[src/hdl/mpc_pkg.sv]
// shared types and constants for the masked paillier pixel cipher
package mpc_pkg;

  // field and register widths
  localparam int SAMPLE_W   = 62;
  localparam int MOD_W      = 31;
  localparam int SIDE_W     = 13;
  localparam int BYTE_W     = 8;
  localparam int MN_W       = MOD_W + BYTE_W;
  localparam int CFG_IDX_W  = 2;
  localparam int CFG_DATA_W = 31;

  // default frame limit
  localparam int MAX_SIDE_DEFAULT = 4096;

  // register indexes
  localparam logic [CFG_IDX_W-1:0] REG_MODULUS_N    = 2'd0;
  localparam logic [CFG_IDX_W-1:0] REG_CIPHER_MODE  = 2'd1;
  localparam logic [CFG_IDX_W-1:0] REG_FRAME_WIDTH  = 2'd2;
  localparam logic [CFG_IDX_W-1:0] REG_FRAME_HEIGHT = 2'd3;

  // register reset values
  localparam logic [MOD_W-1:0]  RST_MODULUS_N    = 31'd3233;
  localparam logic              RST_CIPHER_MODE  = 1'b0;
  localparam logic [SIDE_W-1:0] RST_FRAME_WIDTH  = 13'd128;
  localparam logic [SIDE_W-1:0] RST_FRAME_HEIGHT = 13'd128;

  // cipher modes
  localparam logic MODE_ENCRYPT = 1'b0;
  localparam logic MODE_DECRYPT = 1'b1;

  // result source codes
  localparam int RES_SEL_W = 2;
  localparam logic [RES_SEL_W-1:0] RES_PASS = 2'd0;
  localparam logic [RES_SEL_W-1:0] RES_ZERO = 2'd1;
  localparam logic [RES_SEL_W-1:0] RES_REM  = 2'd2;
  localparam logic [RES_SEL_W-1:0] RES_QUO  = 2'd3;

  // controller to datapath
  typedef struct packed {
    logic                 load;
    logic                 prep;
    logic                 div_start;
    logic                 div_second;
    logic                 out_load;
    logic [RES_SEL_W-1:0] res_sel;
  } cmd_t;

  // datapath to controller
  typedef struct packed {
    logic selected;
    logic n_zero;
    logic c_zero;
    logic decrypt;
    logic div_done;
    logic out_free;
  } stat_t;

endpackage

[src/hdl/mpc_divider.sv]
// restoring divider, one quotient bit per cycle
module mpc_divider #(
  parameter int WIDTH = mpc_pkg::SAMPLE_W
) (
  input  logic             clk,
  input  logic             rst,
  input  logic             start,
  input  logic [WIDTH-1:0] dividend,
  input  logic [WIDTH-1:0] divisor,
  output logic             busy,
  output logic             done,
  output logic [WIDTH-1:0] quotient,
  output logic [WIDTH-1:0] remainder
);

  localparam int CNT_W = $clog2(WIDTH + 1);

  logic [CNT_W-1:0] count;
  logic [WIDTH-1:0] rem;
  logic [WIDTH-1:0] quo;
  logic [WIDTH:0]   trial;
  logic [WIDTH:0]   diff;
  logic             fits;

  assign trial = {rem, quo[WIDTH-1]};
  assign diff  = trial - {1'b0, divisor};
  assign fits  = (trial >= {1'b0, divisor});

  always_ff @(posedge clk) begin
    if (rst) begin
      busy  <= 1'b0;
      done  <= 1'b0;
      count <= '0;
    end else begin
      done <= 1'b0;
      if (start) begin
        busy  <= 1'b1;
        count <= CNT_W'(WIDTH);
      end else if (busy) begin
        count <= count - CNT_W'(1);
        if (count == CNT_W'(1)) begin
          busy <= 1'b0;
          done <= 1'b1;
        end
      end
    end
  end

  always_ff @(posedge clk) begin
    if (start) begin
      rem <= '0;
      quo <= dividend;
    end else if (busy) begin
      rem <= fits ? diff[WIDTH-1:0] : trial[WIDTH-1:0];
      quo <= {quo[WIDTH-2:0], fits};
    end
  end

  assign quotient  = quo;
  assign remainder = rem;

  a_no_restart: assert property (@(posedge clk) disable iff (rst) start |-> !busy)
    else $error("divider started while busy");
  a_done_idle: assert property (@(posedge clk) disable iff (rst) done |-> !busy)
    else $error("divider done while still busy");

endmodule

[src/hdl/mpc_datapath.sv]
// position counters, products, divider and output register
module mpc_datapath #(
  parameter int MAX_SIDE = mpc_pkg::MAX_SIDE_DEFAULT
) (
  input  logic                          clk,
  input  logic                          rst,
  input  mpc_pkg::cmd_t                 cmd,
  output mpc_pkg::stat_t                stat,
  input  logic [mpc_pkg::MOD_W-1:0]     modulus_n,
  input  logic                          cipher_mode,
  input  logic [mpc_pkg::SIDE_W-1:0]    frame_width,
  input  logic [mpc_pkg::SIDE_W-1:0]    frame_height,
  input  logic [mpc_pkg::SAMPLE_W-1:0]  sample_value,
  output logic [mpc_pkg::SAMPLE_W-1:0]  result_value,
  output logic                          was_transformed,
  output logic                          frame_last,
  output logic                          out_valid,
  input  logic                          out_ready
);

  localparam int CW   = (MAX_SIDE > 1) ? $clog2(MAX_SIDE) : 1;
  localparam int CMPW = ((CW > mpc_pkg::SIDE_W) ? CW : mpc_pkg::SIDE_W) + 1;
  localparam int SW   = mpc_pkg::SAMPLE_W;

  logic [CW-1:0]            column_index;
  logic [CW-1:0]            row_index;
  logic [CMPW-1:0]          w_ext, h_ext, w_side, h_side;
  logic [CMPW-1:0]          col_ext, row_ext, col_inc, row_inc, pos_sum;
  logic                     row_end, frame_end, selected_now;

  logic [SW-1:0]            sample;
  logic                     sel_q;
  logic                     last_q;
  logic [SW-1:0]            prod_nsq;
  logic [mpc_pkg::MN_W-1:0] prod_mn;
  logic [SW-1:0]            nsq_full;
  logic [mpc_pkg::MN_W-1:0] mn_full;

  logic [SW-1:0]            div_dividend, div_divisor, div_quo, div_rem;
  logic                     div_busy, div_done;
  logic [SW-1:0]            res_next;
  logic                     out_free;

  // clamp the frame sides into one..MAX_SIDE
  assign w_ext  = CMPW'(frame_width);
  assign h_ext  = CMPW'(frame_height);
  assign w_side = (w_ext == '0) ? CMPW'(1) :
                  (w_ext > CMPW'(MAX_SIDE)) ? CMPW'(MAX_SIDE) : w_ext;
  assign h_side = (h_ext == '0) ? CMPW'(1) :
                  (h_ext > CMPW'(MAX_SIDE)) ? CMPW'(MAX_SIDE) : h_ext;

  assign col_ext      = CMPW'(column_index);
  assign row_ext      = CMPW'(row_index);
  assign col_inc      = col_ext + CMPW'(1);
  assign row_inc      = row_ext + CMPW'(1);
  assign pos_sum      = col_ext + row_ext;
  assign selected_now = (pos_sum[1:0] == 2'b00);
  assign row_end      = (col_inc >= w_side);
  assign frame_end    = row_end && (row_inc >= h_side);

  always_ff @(posedge clk) begin
    if (rst) begin
      column_index <= '0;
      row_index    <= '0;
    end else if (cmd.load) begin
      if (row_end) begin
        column_index <= '0;
        row_index    <= (row_inc >= h_side) ? '0 : row_inc[CW-1:0];
      end else begin
        column_index <= col_inc[CW-1:0];
      end
    end
  end

  // item capture and products
  assign nsq_full = SW'(modulus_n) * SW'(modulus_n);
  assign mn_full  = mpc_pkg::MN_W'(sample[mpc_pkg::BYTE_W-1:0]) * mpc_pkg::MN_W'(modulus_n);

  always_ff @(posedge clk) begin
    if (cmd.load) begin
      sample <= sample_value;
      sel_q  <= selected_now;
      last_q <= frame_end;
    end
    if (cmd.prep) begin
      prod_nsq <= nsq_full;
      prod_mn  <= mn_full;
    end
  end

  // first pass reduces mod n squared, second pass divides by n
  always_comb begin
    if (cmd.div_second) begin
      div_dividend = div_rem;
      div_divisor  = SW'(modulus_n);
    end else begin
      div_divisor = prod_nsq;
      if (cipher_mode == mpc_pkg::MODE_DECRYPT) begin
        div_dividend = sample - SW'(1);
      end else begin
        div_dividend = SW'(prod_mn) + SW'(1);
      end
    end
  end

  mpc_divider #(
    .WIDTH (SW)
  ) u_divider (
    .clk       (clk),
    .rst       (rst),
    .start     (cmd.div_start),
    .dividend  (div_dividend),
    .divisor   (div_divisor),
    .busy      (div_busy),
    .done      (div_done),
    .quotient  (div_quo),
    .remainder (div_rem)
  );

  always_comb begin
    case (cmd.res_sel)
      mpc_pkg::RES_PASS: res_next = sample;
      mpc_pkg::RES_ZERO: res_next = '0;
      mpc_pkg::RES_REM:  res_next = div_rem;
      mpc_pkg::RES_QUO:  res_next = div_quo;
      default:           res_next = '0;
    endcase
  end

  // output register
  assign out_free = !out_valid || out_ready;

  always_ff @(posedge clk) begin
    if (rst) begin
      out_valid <= 1'b0;
    end else if (cmd.out_load) begin
      out_valid <= 1'b1;
    end else if (out_ready) begin
      out_valid <= 1'b0;
    end
  end

  always_ff @(posedge clk) begin
    if (cmd.out_load) begin
      result_value    <= res_next;
      was_transformed <= sel_q;
      frame_last      <= last_q;
    end
  end

  assign stat.selected = sel_q;
  assign stat.n_zero   = (modulus_n == '0);
  assign stat.c_zero   = (sample == '0);
  assign stat.decrypt  = (cipher_mode == mpc_pkg::MODE_DECRYPT);
  assign stat.div_done = div_done;
  assign stat.out_free = out_free;

  a_out_free: assert property (@(posedge clk) disable iff (rst) cmd.out_load |-> out_free)
    else $error("output register overwritten");
  a_pos_range: assert property (@(posedge clk) disable iff (rst)
      (col_ext < CMPW'(MAX_SIDE)) && (row_ext < CMPW'(MAX_SIDE)))
    else $error("position counter out of range");
  a_div_idle: assert property (@(posedge clk) disable iff (rst) cmd.div_start |-> !div_busy)
    else $error("divider pass requested while busy");

endmodule

[src/hdl/mpc_ctrl.sv]
// controller state machine for the pixel cipher
module mpc_ctrl (
  input  logic           clk,
  input  logic           rst,
  input  logic           in_valid,
  output logic           in_ready,
  input  mpc_pkg::stat_t stat,
  output mpc_pkg::cmd_t  cmd
);

  localparam logic [2:0] S_IDLE  = 3'd0;
  localparam logic [2:0] S_PREP  = 3'd1;
  localparam logic [2:0] S_DIV1  = 3'd2;
  localparam logic [2:0] S_WAIT1 = 3'd3;
  localparam logic [2:0] S_DIV2  = 3'd4;
  localparam logic [2:0] S_WAIT2 = 3'd5;
  localparam logic [2:0] S_WRITE = 3'd6;

  logic [2:0]                     state, state_next;
  logic [mpc_pkg::RES_SEL_W-1:0]  res_sel, res_sel_next;

  always_ff @(posedge clk) begin
    if (rst) begin
      state   <= S_IDLE;
      res_sel <= mpc_pkg::RES_PASS;
    end else begin
      state   <= state_next;
      res_sel <= res_sel_next;
    end
  end

  always_comb begin
    state_next     = state;
    res_sel_next   = res_sel;
    cmd.load       = 1'b0;
    cmd.prep       = 1'b0;
    cmd.div_start  = 1'b0;
    cmd.div_second = 1'b0;
    cmd.out_load   = 1'b0;
    cmd.res_sel    = res_sel;
    in_ready       = 1'b0;
    case (state)
      S_IDLE: begin
        // no transfer while reset is held
        in_ready = !rst;
        if (in_valid && !rst) begin
          cmd.load   = 1'b1;
          state_next = S_PREP;
        end
      end
      S_PREP: begin
        cmd.prep = 1'b1;
        if (!stat.selected) begin
          res_sel_next = mpc_pkg::RES_PASS;
          state_next   = S_WRITE;
        end else if (stat.n_zero || (stat.decrypt && stat.c_zero)) begin
          res_sel_next = mpc_pkg::RES_ZERO;
          state_next   = S_WRITE;
        end else begin
          state_next = S_DIV1;
        end
      end
      S_DIV1: begin
        cmd.div_start = 1'b1;
        state_next    = S_WAIT1;
      end
      S_WAIT1: begin
        if (stat.div_done) begin
          if (stat.decrypt) begin
            state_next = S_DIV2;
          end else begin
            res_sel_next = mpc_pkg::RES_REM;
            state_next   = S_WRITE;
          end
        end
      end
      S_DIV2: begin
        cmd.div_start  = 1'b1;
        cmd.div_second = 1'b1;
        state_next     = S_WAIT2;
      end
      S_WAIT2: begin
        cmd.div_second = 1'b1;
        if (stat.div_done) begin
          res_sel_next = mpc_pkg::RES_QUO;
          state_next   = S_WRITE;
        end
      end
      S_WRITE: begin
        if (stat.out_free) begin
          cmd.out_load = 1'b1;
          state_next   = S_IDLE;
        end
      end
      default: begin
        state_next = S_IDLE;
      end
    endcase
  end

endmodule

[src/hdl/masked_paillier_pixel_cipher.sv]
// top level of the masked paillier pixel cipher
//
//  channel | signals                                         | transfer when
//  --------+-------------------------------------------------+-----------------------
//  input   | in_valid, in_ready, sample_value                | in_valid && in_ready
//  output  | out_valid, out_ready, result_value,             | out_valid && out_ready
//          | was_transformed, frame_last                     |
//  config  | cfg_write_en, cfg_index, cfg_data               | cfg_write_en
//
// one item at a time; a pass-through pixel goes through prep and write to the output register
// an encrypted pixel takes one pass of the shared divider (mod n squared)
// a decrypted pixel takes two divider passes (mod n squared, then / n)
// rst is synchronous and restores the register defaults and clears the position counters
// a stalled output holds the result; a new input is taken once the previous result
// has moved into the output register

module masked_paillier_pixel_cipher #(
  parameter int MAX_SIDE = mpc_pkg::MAX_SIDE_DEFAULT
) (
  input  logic                             clk,
  input  logic                             rst,
  // input channel
  input  logic                             in_valid,
  output logic                             in_ready,
  input  logic [mpc_pkg::SAMPLE_W-1:0]     sample_value,
  // output channel
  output logic                             out_valid,
  input  logic                             out_ready,
  output logic [mpc_pkg::SAMPLE_W-1:0]     result_value,
  output logic                             was_transformed,
  output logic                             frame_last,
  // configuration writes
  input  logic                             cfg_write_en,
  input  logic [mpc_pkg::CFG_IDX_W-1:0]    cfg_index,
  input  logic [mpc_pkg::CFG_DATA_W-1:0]   cfg_data
);

  // configuration registers
  logic [mpc_pkg::MOD_W-1:0]  modulus_n;
  logic                       cipher_mode;
  logic [mpc_pkg::SIDE_W-1:0] frame_width;
  logic [mpc_pkg::SIDE_W-1:0] frame_height;

  mpc_pkg::cmd_t  cmd;
  mpc_pkg::stat_t stat;

  // register writes take effect at once; the user must write only while idle (not enforced here)
  always_ff @(posedge clk) begin
    if (rst) begin
      modulus_n    <= mpc_pkg::RST_MODULUS_N;
      cipher_mode  <= mpc_pkg::RST_CIPHER_MODE;
      frame_width  <= mpc_pkg::RST_FRAME_WIDTH;
      frame_height <= mpc_pkg::RST_FRAME_HEIGHT;
    end else if (cfg_write_en) begin
      case (cfg_index)
        mpc_pkg::REG_MODULUS_N:    modulus_n    <= cfg_data[mpc_pkg::MOD_W-1:0];
        mpc_pkg::REG_CIPHER_MODE:  cipher_mode  <= cfg_data[0];
        mpc_pkg::REG_FRAME_WIDTH:  frame_width  <= cfg_data[mpc_pkg::SIDE_W-1:0];
        mpc_pkg::REG_FRAME_HEIGHT: frame_height <= cfg_data[mpc_pkg::SIDE_W-1:0];
        default: begin
        end
      endcase
    end
  end

  // sequencing: accept, products, divider passes, output write
  mpc_ctrl u_ctrl (
    .clk      (clk),
    .rst      (rst),
    .in_valid (in_valid),
    .in_ready (in_ready),
    .stat     (stat),
    .cmd      (cmd)
  );

  // raster position, n squared and m times n, shared divider, output register
  mpc_datapath #(
    .MAX_SIDE (MAX_SIDE)
  ) u_datapath (
    .clk             (clk),
    .rst             (rst),
    .cmd             (cmd),
    .stat            (stat),
    .modulus_n       (modulus_n),
    .cipher_mode     (cipher_mode),
    .frame_width     (frame_width),
    .frame_height    (frame_height),
    .sample_value    (sample_value),
    .result_value    (result_value),
    .was_transformed (was_transformed),
    .frame_last      (frame_last),
    .out_valid       (out_valid),
    .out_ready       (out_ready)
  );

endmodule
[config.mk]
export PLATFORM = sky130hd
export DESIGN_NAME = masked_paillier_pixel_cipher
export DESIGN_NICKNAME = d
export VERILOG_FILES = /design/src/hdl/mpc_pkg.sv /design/src/hdl/mpc_divider.sv /design/src/hdl/mpc_datapath.sv /design/src/hdl/mpc_ctrl.sv /design/src/hdl/masked_paillier_pixel_cipher.sv
export SDC_FILE = /design/constraint.sdc
export NUM_CORES = 2
export LEC_CHECK = 0
export BUFFER_PORTS_ARGS = -buffer_cell sky130_fd_sc_hd__buf_2
export CORE_ASPECT_RATIO = 1.5
export CORE_UTILIZATION = 60
export CTS_BUF_LIST = sky130_fd_sc_hd__clkbuf_8
export CTS_CLUSTER_DIAMETER = 50
export DETAILED_ROUTE_END_ITERATION = 12
export GPL_ROUTABILITY_DRIVEN = 0
export HOLD_SLACK_MARGIN = 0.12
export PLACE_DENSITY = 0.76
export SLEW_MARGIN = 20
export SYNTH_ARGS = -nofsm -noshare
export SYNTH_HDL_FRONTEND = slang
export SYNTH_SLANG_ARGS = --single-unit
[constraint.sdc]
create_clock -name clk -period 13.05 [get_ports clk]
set_clock_uncertainty 0.2 [all_clocks]
set_input_delay 1.9575 -clock clk [delete_from_list [all_inputs] [get_ports clk]]
set_output_delay 1.9575 -clock clk [all_outputs]
set_load 0.05 [all_outputs]
==> flow_summary.json <==
{
  "cellLeakagePower_nw": 29.9,
  "finalWirelength_um": 167000,
  "cp_max_fo": 21,
  "drt_iter0_markers": 3886,
  "p_clk_frac": 0.141,
  "min_path_type": "reg2reg",
  "p_sw_frac": 0.467,
  "ant_nets": 0,
  "clk_latency_ps": 720,
  "die_x_um": 260,
  "slew_headroom": 0.261,
  "critPathRequiredTime_ps": 13290,
  "ys_seq_elements": 448,
  "synth_nets": 7905,
  "p_per_area_nw_per_um2": 148,
  "portBuffers": 165,
  "htree_levels": 3,
  "grtUsageTotal": 0.336,
  "syn_inst": 6458,
  "cts_hold_buf": 0,
  "synth_top_cell_area_share": 0.309,
  "worst_pin_slew_ps": 1110,
  "netlist_area_um2": 59900,
  "setup.worst_path.start_class": "register",
  "routedWlPerCell_um": 21.5,
  "die-area_um2": 101000,
  "synthTopCellsByArea": "fa_1, edfxtp_1, ha_1",
  "place_area_um2": 61600,
  "gr-total-overflow": 0,
  "fin_crit_ps": 9640,
  "rsz0062_at_grt": "no",
  "core.rowCount": 141,
  "slew_violations": 0,
  "viasPerCell": 6.01,
  "synth_flop_cell": "edfxtp_1",
  "drv_cap": 0,
  "seqPwrFrac": 0.274,
  "grt_max_degree": 108,
  "ys_seq_area_frac": 0.198,
  "ir_drop_uv": 147,
  "synthDistinctLibCells": 93,
  "initial_core_util": 0.607,
  "cts_root_buf": "clkbuf_8",
  "hold_viol_final": 0,
  "vias": 46600,
  "fmaxAchievable_ghz": 0.104,
  "highest_layer": "met4",
  "finalSetupViolCount": 0,
  "yosysTopAreaCell": "fa_1",
  "drive_gt1_frac": 0.0738,
  "wl_met1_um": 58400,
  "clockBufferDepth": 3,
  "cts_inserted_buffers": 70,
  "grt_pass1_wl_um": 262000,
  "power_mw": 9.35,
  "final_area_um2": 63100,
  "cts_tree": "built",
  "fp.coreArea_um2": 98800,
  "antenna_found_initial": 1,
  "synth_area_per_cell_um2": 9.28,
  "outcome": "complete, no violations",
  "area.growth.synth_to_final_pct": 5.35,
  "async_flop_share": 0,
  "nFillCells": 8014,
  "first_global_vias": 49600,
  "fin_setup_tns_ps": 0,
  "clock_sinks": 448,
  "critical_path_class": "reg2reg",
  "wl_met3_um": 10800,
  "ys_warn_count": 0,
  "post_cts_resized": 0,
  "postCtsSetupBuffers": 0,
  "intPower_mw": 4.98,
  "synth_edf_count": 290,
  "drtPass1Iterations": 6,
  "clk_pin_slew_ps": 70,
  "hpwlAfterDp_um": 127000,
  "ios": 166,
  "pwr-share-comb": 0.584,
  "cp.arrival_ps": 9880,
  "wl_met2_um": 83900,
  "period_share": 0.739,
  "nets": 7867,
  "die_y_um": 389,
  "p_switching_mw": 4.37,
  "drc": 0,
  "end_kind": "register"
}
layer usage:
metal  global-route usage  up-vias
met3               0.0419      679
met5                    0        -
met1                0.373    23100
li1                     -    20800
met4                0.242        0
met2                0.590     2116
kinds of logic after synthesis:
| logic type | synth area share |
|---|---|
| compound gates | 0.110 |
| xor+xnor | 0.0400 |
| fa+ha+maj | 0.397 |
| buf+inv | 0.0920 |
| flops | 0.198 |
| mux | 0.0216 |
| simple gates | 0.142 |
final timing paths:
kind / startpoint / to / slack (ps) / cells past startpoint
max: modulus_n[8] / u_datapath.prod_nsq[58] / 3410 / 24
min: u_datapath.last_q / u_datapath.frame_last / 230 / 0
max reg2reg: modulus_n[8] / u_datapath.prod_nsq[58] / 3410 / 24
min reg2reg: u_datapath.last_q / u_datapath.frame_last / 230 / 0
registers in the layout, indices dropped and copies added, names as in the netlist, 2 cells and up:
register / flops
modulus_n: 31
frame_width: 13
frame_height: 13
u_datapath.prod_nsq: 61
u_datapath.u_divider.remainder: 62
u_datapath.row_index: 12
u_datapath.sample: 62
u_datapath.prod_mn: 39
u_ctrl.state: 3
u_datapath.u_divider.quotient: 62
u_ctrl.res_sel: 2
u_datapath.u_divider.count: 6
u_datapath.column_index: 12
u_datapath.result_value: 62
worst max-delay path: stages, from the launching register on:
cell and delay (ps):
dfxtp_1 880, buf_4 510, inv_1 270, nor2_1 300, fa_1 480, fa_1 540, inv_1 50, fa_1 550
fa_1 440, fa_1 550, inv_1 50, fa_1 450, fa_1 510, fa_1 410, ha_1 370, a21o_1 200
a211oi_1 230, o21ai_0 110, a31oi_1 190, o211ai_1 240, a31oi_1 710, o21ai_1 330, a2111oi_0 460, nor3_1 130
xor2_1 170
cells in the final DEF (no fill, tap or decap), types with 54 or more instances in the layout:
master / count
a21o_1: 105
xor2_1: 92
mux2_2: 59
fa_1: 924
buf_2: 164
nand4_1: 54
ha_1: 423
nand3_1: 70
edfxtp_1: 290
buf_4: 63
dfxtp_1: 131
inv_1: 1129
nand2_1: 794
clkbuf_8: 83
xnor2_1: 182
a21oi_1: 362
mux2i_1: 63
and2_1: 311
nor2_1: 245
o21ai_0: 223
a22o_1: 64
Yosys cell counts, drive strengths merged, types with 53 or more instances:
| cell type | number |
|---|---|
| a31oi | 53 |
| clkbuf | 303 |
| nor2 | 247 |
| and2 | 311 |
| mux2i | 63 |
| edfxtp | 290 |
| nand2 | 796 |
| inv | 1115 |
| nand4 | 54 |
| ha | 423 |
| xnor2 | 182 |
| nor3 | 55 |
| a21oi | 364 |
| o21ai | 229 |
| mux2 | 59 |
| fa | 924 |
| a21o | 106 |
| a22o | 64 |
| nand3 | 70 |
| xor2 | 92 |
| dfxtp | 158 |
power by group through the flow:
stage | clock, mW | sequential, mW | combinational [mW]
floorplan | 0 | 2.37 | 4.17
global placement | 0 | 2.55 | 5.23
detailed placement | 0 | 2.57 | 5.35
CTS | 1.34 | 2.54 | 5.38
global route | 1.39 | 2.59 | 6.01
finish | 1.32 | 2.56 | 5.46
stage by stage:
step           utilization  setup WS, ps  hold WS [ps]  cells
3_5_place_dp         0.624          3550           219   7635
3_3_place_gp         0.624          3680           204   7635
4_1_cts              0.639          3510           233   7761
6_report             0.639          3410           233   7762
5_1_grt              0.639          3080           252   7762
2_1_floorplan            -          5030           200   6458
layout make-up:
type / instances / area, um^2 / area share
Antenna cell: 1 / 2.50 / 0.0000396
Inverter: 1117 / 4200 / 0.0664
Clock inverter: 43 / 373 / 0.00590
Tap cell: 1287 / 1610 / 0.0255
Multi-Input combinational cell: 4556 / 42600 / 0.675
Sequential cell: 448 / 11900 / 0.189
Clock buffer: 83 / 1140 / 0.0181
Timing Repair Buffer: 227 / 1290 / 0.0205
(Power assumes the default switching activity.)
